==> src/rtl/lkvc_pkg.sv <==
// Shared constants, types and control codes of the LRU key/value cache.
// No dependencies; used by lru_key_value_cache.
package lkvc_pkg;

  localparam int MAX_ENTRIES = 16;
  localparam int IDX_W       = (MAX_ENTRIES > 1) ? $clog2(MAX_ENTRIES) : 1;
  localparam int RANK_W      = IDX_W;
  localparam int CNT_W       = $clog2(MAX_ENTRIES + 1);
  localparam int CAP_W       = 5;
  localparam int CMP_W       = (CNT_W > CAP_W) ? CNT_W : CAP_W;
  localparam int KEY_W       = 32;
  localparam int VAL_W       = 31;
  localparam int RD_W        = 32;

  localparam logic [CAP_W-1:0] CAP_RESET = CAP_W'(16);

  localparam logic MODE_GET = 1'b0;
  localparam logic MODE_SET = 1'b1;

  typedef logic [IDX_W-1:0]  idx_t;
  typedef logic [RANK_W-1:0] rank_t;
  typedef logic [CNT_W-1:0]  cnt_t;
  typedef logic [CMP_W-1:0]  cmp_t;

  typedef enum logic [1:0] {
    S_IDLE,
    S_LOOK,
    S_RESP
  } state_e;

endpackage

==> src/rtl/lkvc_ram.sv <==
// Generic single-clock RAM: one write port, one read port, registered read.
// No dependencies.
module lkvc_ram #(
  parameter int WIDTH = 31,
  parameter int DEPTH = 16
) (
  input  logic                                  clk_i,
  input  logic                                  we_i,
  input  logic [((DEPTH > 1) ? $clog2(DEPTH) : 1)-1:0] waddr_i,
  input  logic [WIDTH-1:0]                      wdata_i,
  input  logic                                  re_i,
  input  logic [((DEPTH > 1) ? $clog2(DEPTH) : 1)-1:0] raddr_i,
  output logic [WIDTH-1:0]                      rdata_o
);

  logic [WIDTH-1:0] mem_q [DEPTH];
  logic [WIDTH-1:0] rdata_q;

  always_ff @(posedge clk_i) begin
    if (we_i) begin
      mem_q[waddr_i] <= wdata_i;
    end
  end

  // hold the last read word until the next read
  always_ff @(posedge clk_i) begin
    if (re_i) begin
      rdata_q <= mem_q[raddr_i];
    end
  end

  assign rdata_o = rdata_q;

endmodule

==> src/rtl/lru_key_value_cache.sv <==
// Fully associative key/value cache with least-recently-used replacement.
// Depends on lkvc_pkg and lkvc_ram (value store).
//
//   channel | handshake                 | payload
//   --------+---------------------------+-----------------------------------
//   in      | in_valid_i / in_stall_o   | mode_i, key_i, value_i
//   out     | out_valid_o / out_stall_i | hit_o, read_value_o, evicted_o
//   cfg     | cfg_valid_i / cfg_ready_o | cfg_capacity_i
//
// Per word: a key compare against all valid tags at accept, a recency-rank
// update and value RAM access in the update state, then the registered RAM
// read reaches the output register in the response state, where the next
// word can be accepted unless the output stalls.
// Reset clears valid marks, ranks and the count at once; no clearing pass.
// A stalled output holds the result and stalls the next word in its last cycle.
module lru_key_value_cache (
  input  logic                        clk_i,
  input  logic                        rst_ni,
  input  logic                        in_valid_i,
  output logic                        in_stall_o,
  input  logic                        mode_i,
  input  logic signed [lkvc_pkg::KEY_W-1:0] key_i,
  input  logic [lkvc_pkg::VAL_W-1:0]  value_i,
  output logic                        out_valid_o,
  input  logic                        out_stall_i,
  output logic                        hit_o,
  output logic signed [lkvc_pkg::RD_W-1:0] read_value_o,
  output logic                        evicted_o,
  input  logic                        cfg_valid_i,
  output logic                        cfg_ready_o,
  input  logic [lkvc_pkg::CAP_W-1:0]  cfg_capacity_i
);

  localparam int N = lkvc_pkg::MAX_ENTRIES;

  function automatic lkvc_pkg::idx_t first_one(input logic [N-1:0] v);
    lkvc_pkg::idx_t idx;
    idx = '0;
    for (int i = N - 1; i >= 0; i--) begin
      if (v[i]) begin
        idx = lkvc_pkg::IDX_W'(i);
      end
    end
    return idx;
  endfunction

  lkvc_pkg::state_e state_q, state_d;

  logic [lkvc_pkg::CAP_W-1:0] cap_q;
  logic [N-1:0]               valid_q, valid_d;
  lkvc_pkg::rank_t            rank_q [N];
  lkvc_pkg::rank_t            rank_d [N];
  lkvc_pkg::cnt_t             count_q, count_d;
  logic [lkvc_pkg::KEY_W-1:0] keys_q [N];

  // accepted word
  logic                       mode_q;
  logic [lkvc_pkg::KEY_W-1:0] key_q;
  logic [lkvc_pkg::VAL_W-1:0] value_q;
  logic [N-1:0]               hit_vec_q;
  logic [N-1:0]               hit_vec;

  // carried from the update cycle to the response cycle
  logic resp_mode_q, resp_hit_q, resp_evict_q;

  logic                       out_valid_q, out_valid_d;
  logic                       hit_q;
  logic [lkvc_pkg::RD_W-1:0]  read_value_q;
  logic                       evicted_q;

  logic in_fire, out_free, load_out, look;
  logic hit_any, full, set_miss;
  lkvc_pkg::idx_t  hit_idx, victim_idx, free_idx, ins_idx;
  lkvc_pkg::rank_t hit_rank, last_rank;
  lkvc_pkg::cnt_t  count_m1;
  logic [N-1:0]    victim_vec;
  logic            ram_we, ram_re;
  logic [lkvc_pkg::VAL_W-1:0] ram_rdata;
  lkvc_pkg::idx_t  ram_addr;

  assign cfg_ready_o = 1'b1;

  always_ff @(posedge clk_i or negedge rst_ni) begin
    if (!rst_ni) begin
      cap_q <= lkvc_pkg::CAP_RESET;
    end else if (cfg_valid_i && cfg_ready_o) begin
      cap_q <= cfg_capacity_i;
    end
  end

  // tag compare straight off the input port; state is current at accept
  always_comb begin
    for (int i = 0; i < N; i++) begin
      hit_vec[i] = valid_q[i] && (keys_q[i] == key_i);
    end
  end

  // ---------------- control ----------------
  assign out_free = !out_valid_q || !out_stall_i;

  always_comb begin
    state_d = state_q;
    unique case (state_q)
      lkvc_pkg::S_IDLE: begin
        if (in_fire) state_d = lkvc_pkg::S_LOOK;
      end
      lkvc_pkg::S_LOOK: begin
        state_d = lkvc_pkg::S_RESP;
      end
      lkvc_pkg::S_RESP: begin
        if (out_free) state_d = in_fire ? lkvc_pkg::S_LOOK : lkvc_pkg::S_IDLE;
      end
      default: state_d = lkvc_pkg::S_IDLE;
    endcase
  end

  always_comb begin
    in_stall_o = 1'b1;
    load_out   = 1'b0;
    look       = 1'b0;
    unique case (state_q)
      lkvc_pkg::S_IDLE: in_stall_o = 1'b0;
      lkvc_pkg::S_LOOK: look = 1'b1;
      lkvc_pkg::S_RESP: begin
        in_stall_o = !out_free;
        load_out   = out_free;
      end
      default: in_stall_o = 1'b1;
    endcase
  end

  assign in_fire = in_valid_i && !in_stall_o;

  always_ff @(posedge clk_i or negedge rst_ni) begin
    if (!rst_ni) begin
      state_q <= lkvc_pkg::S_IDLE;
    end else begin
      state_q <= state_d;
    end
  end

  always_ff @(posedge clk_i) begin
    if (in_fire) begin
      mode_q    <= mode_i;
      key_q     <= key_i;
      value_q   <= value_i;
      hit_vec_q <= hit_vec;
    end
  end

  // ---------------- update cycle ----------------
  assign hit_any  = |hit_vec_q;
  assign hit_idx  = first_one(hit_vec_q);
  assign hit_rank = rank_q[hit_idx];
  assign set_miss = (mode_q == lkvc_pkg::MODE_SET) && !hit_any;

  // capacity zero acts as one, anything above the table size saturates
  always_comb begin
    if (cap_q == '0) begin
      full = lkvc_pkg::cmp_t'(count_q) >= lkvc_pkg::cmp_t'(1);
    end else if (lkvc_pkg::cmp_t'(cap_q) > lkvc_pkg::cmp_t'(N)) begin
      full = lkvc_pkg::cmp_t'(count_q) >= lkvc_pkg::cmp_t'(N);
    end else begin
      full = lkvc_pkg::cmp_t'(count_q) >= lkvc_pkg::cmp_t'(cap_q);
    end
  end

  // ranks of valid entries are always 0..count-1, so the oldest is count-1
  assign count_m1  = count_q - lkvc_pkg::cnt_t'(1);
  assign last_rank = count_m1[lkvc_pkg::RANK_W-1:0];

  always_comb begin
    for (int i = 0; i < N; i++) begin
      victim_vec[i] = valid_q[i] && (rank_q[i] == last_rank);
    end
  end

  assign victim_idx = first_one(victim_vec);
  assign free_idx   = first_one(~valid_q);
  assign ins_idx    = full ? victim_idx : free_idx;

  always_comb begin
    valid_d = valid_q;
    count_d = count_q;
    for (int i = 0; i < N; i++) begin
      rank_d[i] = rank_q[i];
    end
    if (look) begin
      if (hit_any) begin
        for (int i = 0; i < N; i++) begin
          if (i == int'(hit_idx)) begin
            rank_d[i] = '0;
          end else if (valid_q[i] && (rank_q[i] < hit_rank)) begin
            rank_d[i] = rank_q[i] + lkvc_pkg::rank_t'(1);
          end
        end
      end else if (set_miss) begin
        // age everything else; when full, the victim slot is reused in place
        for (int i = 0; i < N; i++) begin
          if ((i != int'(ins_idx)) && valid_q[i]) begin
            rank_d[i] = rank_q[i] + lkvc_pkg::rank_t'(1);
          end
        end
        rank_d[ins_idx]  = '0;
        valid_d[ins_idx] = 1'b1;
        if (!full) count_d = count_q + lkvc_pkg::cnt_t'(1);
      end
    end
  end

  always_ff @(posedge clk_i or negedge rst_ni) begin
    if (!rst_ni) begin
      valid_q <= '0;
      count_q <= '0;
      for (int i = 0; i < N; i++) begin
        rank_q[i] <= '0;
      end
    end else begin
      valid_q <= valid_d;
      count_q <= count_d;
      for (int i = 0; i < N; i++) begin
        rank_q[i] <= rank_d[i];
      end
    end
  end

  always_ff @(posedge clk_i) begin
    if (look && set_miss) begin
      keys_q[ins_idx] <= key_q;
    end
  end

  always_ff @(posedge clk_i or negedge rst_ni) begin
    if (!rst_ni) begin
      resp_mode_q  <= lkvc_pkg::MODE_GET;
      resp_hit_q   <= 1'b0;
      resp_evict_q <= 1'b0;
    end else if (look) begin
      resp_mode_q  <= mode_q;
      resp_hit_q   <= hit_any;
      resp_evict_q <= set_miss && full;
    end
  end

  // ---------------- value store ----------------
  assign ram_we   = look && (mode_q == lkvc_pkg::MODE_SET);
  assign ram_re   = look && (mode_q == lkvc_pkg::MODE_GET) && hit_any;
  assign ram_addr = hit_any ? hit_idx : ins_idx;

  lkvc_ram #(
    .WIDTH (lkvc_pkg::VAL_W),
    .DEPTH (N)
  ) u_value_ram (
    .clk_i   (clk_i),
    .we_i    (ram_we),
    .waddr_i (ram_addr),
    .wdata_i (value_q),
    .re_i    (ram_re),
    .raddr_i (ram_addr),
    .rdata_o (ram_rdata)
  );

  // ---------------- output register ----------------
  always_comb begin
    out_valid_d = out_valid_q;
    if (load_out) begin
      out_valid_d = 1'b1;
    end else if (out_valid_q && !out_stall_i) begin
      out_valid_d = 1'b0;
    end
  end

  always_ff @(posedge clk_i or negedge rst_ni) begin
    if (!rst_ni) begin
      out_valid_q <= 1'b0;
    end else begin
      out_valid_q <= out_valid_d;
    end
  end

  always_ff @(posedge clk_i) begin
    if (load_out) begin
      hit_q     <= resp_hit_q;
      evicted_q <= resp_evict_q;
      if (resp_mode_q == lkvc_pkg::MODE_SET) begin
        read_value_q <= '0;
      end else if (resp_hit_q) begin
        read_value_q <= {1'b0, ram_rdata};
      end else begin
        read_value_q <= '1;
      end
    end
  end

  assign out_valid_o  = out_valid_q;
  assign hit_o        = hit_q;
  assign read_value_o = read_value_q;
  assign evicted_o    = evicted_q;

  // ---------------- checks ----------------
  a_tag_unique: assert property (@(posedge clk_i) disable iff (!rst_ni)
    (state_q == lkvc_pkg::S_LOOK) |-> $onehot0(hit_vec_q))
    else $error("more than one valid entry matches the key");

  a_count_valid: assert property (@(posedge clk_i) disable iff (!rst_ni)
    $countones(valid_q) == int'(count_q))
    else $error("entry count disagrees with valid marks");

  a_victim_found: assert property (@(posedge clk_i) disable iff (!rst_ni)
    (look && set_miss && full) |-> $onehot(victim_vec))
    else $error("no single oldest entry on eviction");

  a_free_found: assert property (@(posedge clk_i) disable iff (!rst_ni)
    (look && set_miss && !full) |-> !(&valid_q))
    else $error("insert without a free slot");

  a_look_to_resp: assert property (@(posedge clk_i) disable iff (!rst_ni)
    (state_q == lkvc_pkg::S_LOOK) |=> (state_q == lkvc_pkg::S_RESP))
    else $error("update cycle not followed by response");

endmodule

==> config.mk <==
export PLATFORM = sky130hd
export DESIGN_NAME = lru_key_value_cache
export DESIGN_NICKNAME = d
export VERILOG_FILES = /design/src/rtl/lkvc_pkg.sv /design/src/rtl/lkvc_ram.sv /design/src/rtl/lru_key_value_cache.sv
export SDC_FILE = /design/constraint.sdc
export NUM_CORES = 2
export LEC_CHECK = 0
export BUFFER_PORTS_ARGS = -buffer_cell sky130_fd_sc_hd__buf_2
export CELL_PAD_IN_SITES_DETAIL_PLACEMENT = 0
export CELL_PAD_IN_SITES_GLOBAL_PLACEMENT = 1
export CORE_MARGIN = 2
export CORE_UTILIZATION = 50
export CTS_CLUSTER_DIAMETER = 40
export CTS_CLUSTER_SIZE = 28
export DETAILED_ROUTE_END_ITERATION = 6
export GPL_TIMING_DRIVEN = 0
export PLACE_DENSITY = 0.79
export SYNTH_ARGS = -nofsm -noshare
export SYNTH_HDL_FRONTEND = slang
export SYNTH_SLANG_ARGS = --single-unit
==> constraint.sdc <==
create_clock -name clk_i -period 13.5 [get_ports clk_i]
set_clock_uncertainty 0.2 [all_clocks]
set_input_delay 1.35 -clock clk_i [delete_from_list [all_inputs] [get_ports clk_i]]
set_output_delay 1.35 -clock clk_i [all_outputs]
set_load 0.01 [all_outputs]
==> flow_summary.toml <==
[global_routing]
number_of_antenna_violations_at_the_first_check_in_global_routing = 6
pin_count_of_the_biggest_net_entering_global_routing = 59
grt_pass1_wl_mm = 221
first_global_vias = 31900
gr-total-overflow = 0
grt_use_total_pct = 28.7

[logic_synthesis]
post_synth_num_cell_types = 86
number_of_synthesized_register_bits = 1249
syn-num-nets = 3690
postSynthAreaPerCell_sq_um = 14.9
synth_edf_count = 1153
synthArstFlopShare_pct = 7.69
postSynth.topFlopCell = "edfxtp_1"
yosysWarnings = 0
yosysSeqAreaShare_pct = 70.1
netlist_area_sq_mm = 0.0528
synthesized_instance_count = 3544

[placement]
place_congestion = 0.921
io_buffer_count = 108
dpl.hpwl_mm = 102
dpl_worst_slack_ps = 6120

[drt]
first_iter_violations = 4629
drt-vias-per-instance = 6.14
routed-via-count = 32900
wl_mm = 155
ant_nets = 0
routed_wire_length_per_instance_um = 28.9
detail_route.drc_violations = 0
detailedRoute.firstPassIterationCount = 6

[clocking]
cts_buffers = 145
post_cts.resized_instances = 0
number_of_buffers_inserted_by_hold_repair_at_cts = 0
cts.repair_timing.setup_buffer_count = 0
path_clk_slew_ps = 50
maximum_root_to_sink_buffer_count = 3
num_clock_sinks = 1249
clock_tree_from_tritoncts = "built"
cts_max_level = 4
clockRootBuffer = "clkbuf_16"
worst_skew_pair.late_latency_ps = 780

[power]
max-vdd-ir-drop_mv = 0.115
switching_share_pct = 24.6
sw_power_w = 0.00227
p_seq_share_pct = 48.0
pwr_per_cell_area_mw_per_mm2 = 150
pwr-share-clk_pct = 45.4
internal_power_w = 0.00694
power_frac_comb_pct = 6.6
leakagePower_nw = 20.4

[worst_setup_path]
regToRegEndpoint = "u_value_ram.mem_q[10][22]"
worst_r2r_path_depth = 21
regToRegSetupSlack_ps = 6050
worst_setup_path_startpoint = "count_q[0]"
cp.required_ps = 13750
cp.arrival_ps = 7700
cpPeakStageDelay_ps = 980
critical_path.cell_chain = "buf_6 -> buf_4 -> inv_1 -> ha_1 -> buf_4 -> buf_4 -> xor2_1 -> nand3_1 -> nor3_1 -> a221oi_1 -> o211ai_1 -> and3_1 -> buf_2 -> nor2b_1 -> clkbuf_1 -> nand2_1 -> nand2_2 -> clkbuf_1 -> clkbuf_1 -> nor3b_2 -> buf_6"
crit_type = "flop to flop"
slowest_stage = "nor3b_2"
endpoint_kind = "flop"
critical_path.startpoint_type = "flop"
crit-reg2reg-launch = "count_q[0]"
crit_fanout = 10

[run]
max-cap-violations = 1

[final_layout]
finish.net_count = 4001
footprint_of_the_multi_input_gates_sq_mm = 0.0150
seq_area_sq_mm = 0.0370
areaGrowthSynthToFinish_pct = 16.4
n_antenna_cell = 0
layout_cells_sized_above_1_pct = 13.1
fill_cells = 8022

[die]
die_height_um = 329
die_area_sq_mm = 0.108
std_cell_rows = 119
num_io_pins = 111
floorplan.die.width_um = 329
core_outline_area_sq_mm = 0.105
start_util_pct = 50.3

[sta]
fin_setup_tns_ps = 0
final_max_slew_viol_count = 11
max_freq_ghz = 0.134
post-route-worst-setup-slack_ps = 6050
setup_repair_after_global_routing_missed_its_margin = "false"
worst_slew_margin_rel_pct = -2.58
timing_worst_slew_pin_value_ps = 1540
setup_violations = 0
number_of_hold_slack_violations_in_the_final_timing_report = 0
post-route-min-period_ps = 7450
period_share_pct = 55.2

[status]
violations_in_the_final_reports = "capacitance limit, slew limit"
status = "finished, violations left"

[hold_path]
min-delay-start = "resp_hit_q"
worst_hold_path_type = "flop to flop"
min_to = "hit_o"
timing.hold.worst_path_depth = 0
-- state kept, by name (all words and copies together) (netlist names), 2 cells and up --
register / cells
read_value_o: 32
rank_q: 64
count_q: 5
u_value_ram.rdata_o: 31
hit_vec_q: 16
keys_q: 512
value_q: 31
key_q: 32
u_value_ram.mem_q: 496
cap_q: 5
state_q: 2
valid_q: 16
-- cell type report --
type                    instances  area share [%]
multi-input cells            2032            24.3
well taps                    1391            2.83
clock inverters               108            2.40
inverters                      81           0.494
flip-flops and latches       1249            60.2
repair buffers                164            2.41
clock buffers                 158            6.10
plain buffers                 182            1.21
-- routing by layer --
| layer | GRT usage (%) | part of all wire [%] |
|---|---|---|
| met5 | 0 | 0.017 |
| met4 | 12.0 | 4.0 |
| met3 | 5.52 | 11 |
| met2 | 44.0 | 45 |
| met1 | 40.4 | 40 |
-- power by group through the flow --
| stage | clock network [W] | registers, W | logic [W] |
|---|---|---|---|
| 2_1_floorplan | 0 | 0.00445 | 0.000340 |
| 3_3_place_gp | 0 | 0.00451 | 0.000571 |
| 3_5_place_dp | 0 | 0.00450 | 0.000597 |
| 4_1_cts | 0.00421 | 0.00442 | 0.000601 |
| 5_1_grt | 0.00437 | 0.00443 | 0.000650 |
| 6_report | 0.00418 | 0.00443 | 0.000607 |
-- placed cells by master (no fill, tap or decap), drive strengths merged, types with 9 or more instances in the layout --
cell type	n
nor3	28
nor2b	33
bufinv	18
o31ai	12
a21oi	130
nand3	64
a222oi	82
clkinv	46
or2	19
a22oi	111
nor4	59
nand2	197
clkbuf	310
edfxtp	1153
and3	22
a21o	9
a31oi	10
inv	110
o21a	10
o21ai	67
xor2	98
buf	194
ha	72
a211oi	22
nand4	121
a32o	11
nand2b	10
clkinvlp	15
or4	33
o22ai	38
xnor2	474
nor2	155
dfrtp	95
xnor3	21
-- Yosys cell counts, drive strengths merged, types with 38 or more instances --
library cell	number	area, sq um
a21oi	130	681
a222oi	82	821
a22oi	111	847
clkbuf	152	571
dfrtp	95	2380
edfxtp	1153	34600
ha	72	901
inv	81	304
nand2	197	742
nand3	64	320
nand4	121	757
nor2	155	587
nor4	59	382
o21ai	67	335
o22ai	38	238
xnor2	474	4170
xor2	98	858
-- cell families (layout without fill, tap and decap cells) --
kind of cell             Yosys count  after routing  synth area share, %
flip-flops                      1249           1249                 70.1
AO/OA/AOI/OAI                    586            586                 8.02
multiplexers                      10             10                0.197
other                              1              1              0.00710
AND/OR/NAND/NOR                  766            766                 7.41
adder cells (fa/ha/maj)           72             72                 1.70
XOR/XNOR                         597            597                 10.6
buffers and inverters            263            693                 1.99
-- per-stage QoR --
stage	power, W	std cells	util (%)	hold WS, ps	cell area (sq um)
after detailed placement	0.00510	5099	53.5	233	56300
final	0.00921	5365	58.5	242	61500
after global routing	0.00945	5365	58.5	258	61500
after CTS	0.00924	5365	58.5	244	61500
after floorplan	0.00479	3544	-	223	52800
after global placement	0.00508	5043	52.4	231	55100
-- worst max path at each step --
stage	end	depth (start not counted)
4_1_cts	u_value_ram.mem_q[10][22]	21
6_report	u_value_ram.mem_q[10][22]	21
5_1_grt	u_value_ram.mem_q[10][22]	21
2_1_floorplan	u_value_ram.mem_q[10][0]	18
3_5_place_dp	u_value_ram.mem_q[10][13]	21
3_3_place_gp	u_value_ram.mem_q[10][9]	20
-- worst max-delay path, delay by kind of cell, from the launching register on --
family          cells  cell delay, ps
fa+ha+maj           1             290
simple gates        7            2520
compound gates      2             340
flops               1             380
buf+inv            10            3220
xor+xnor            1             160
Note: power is estimated with default switching activity, not from simulation.
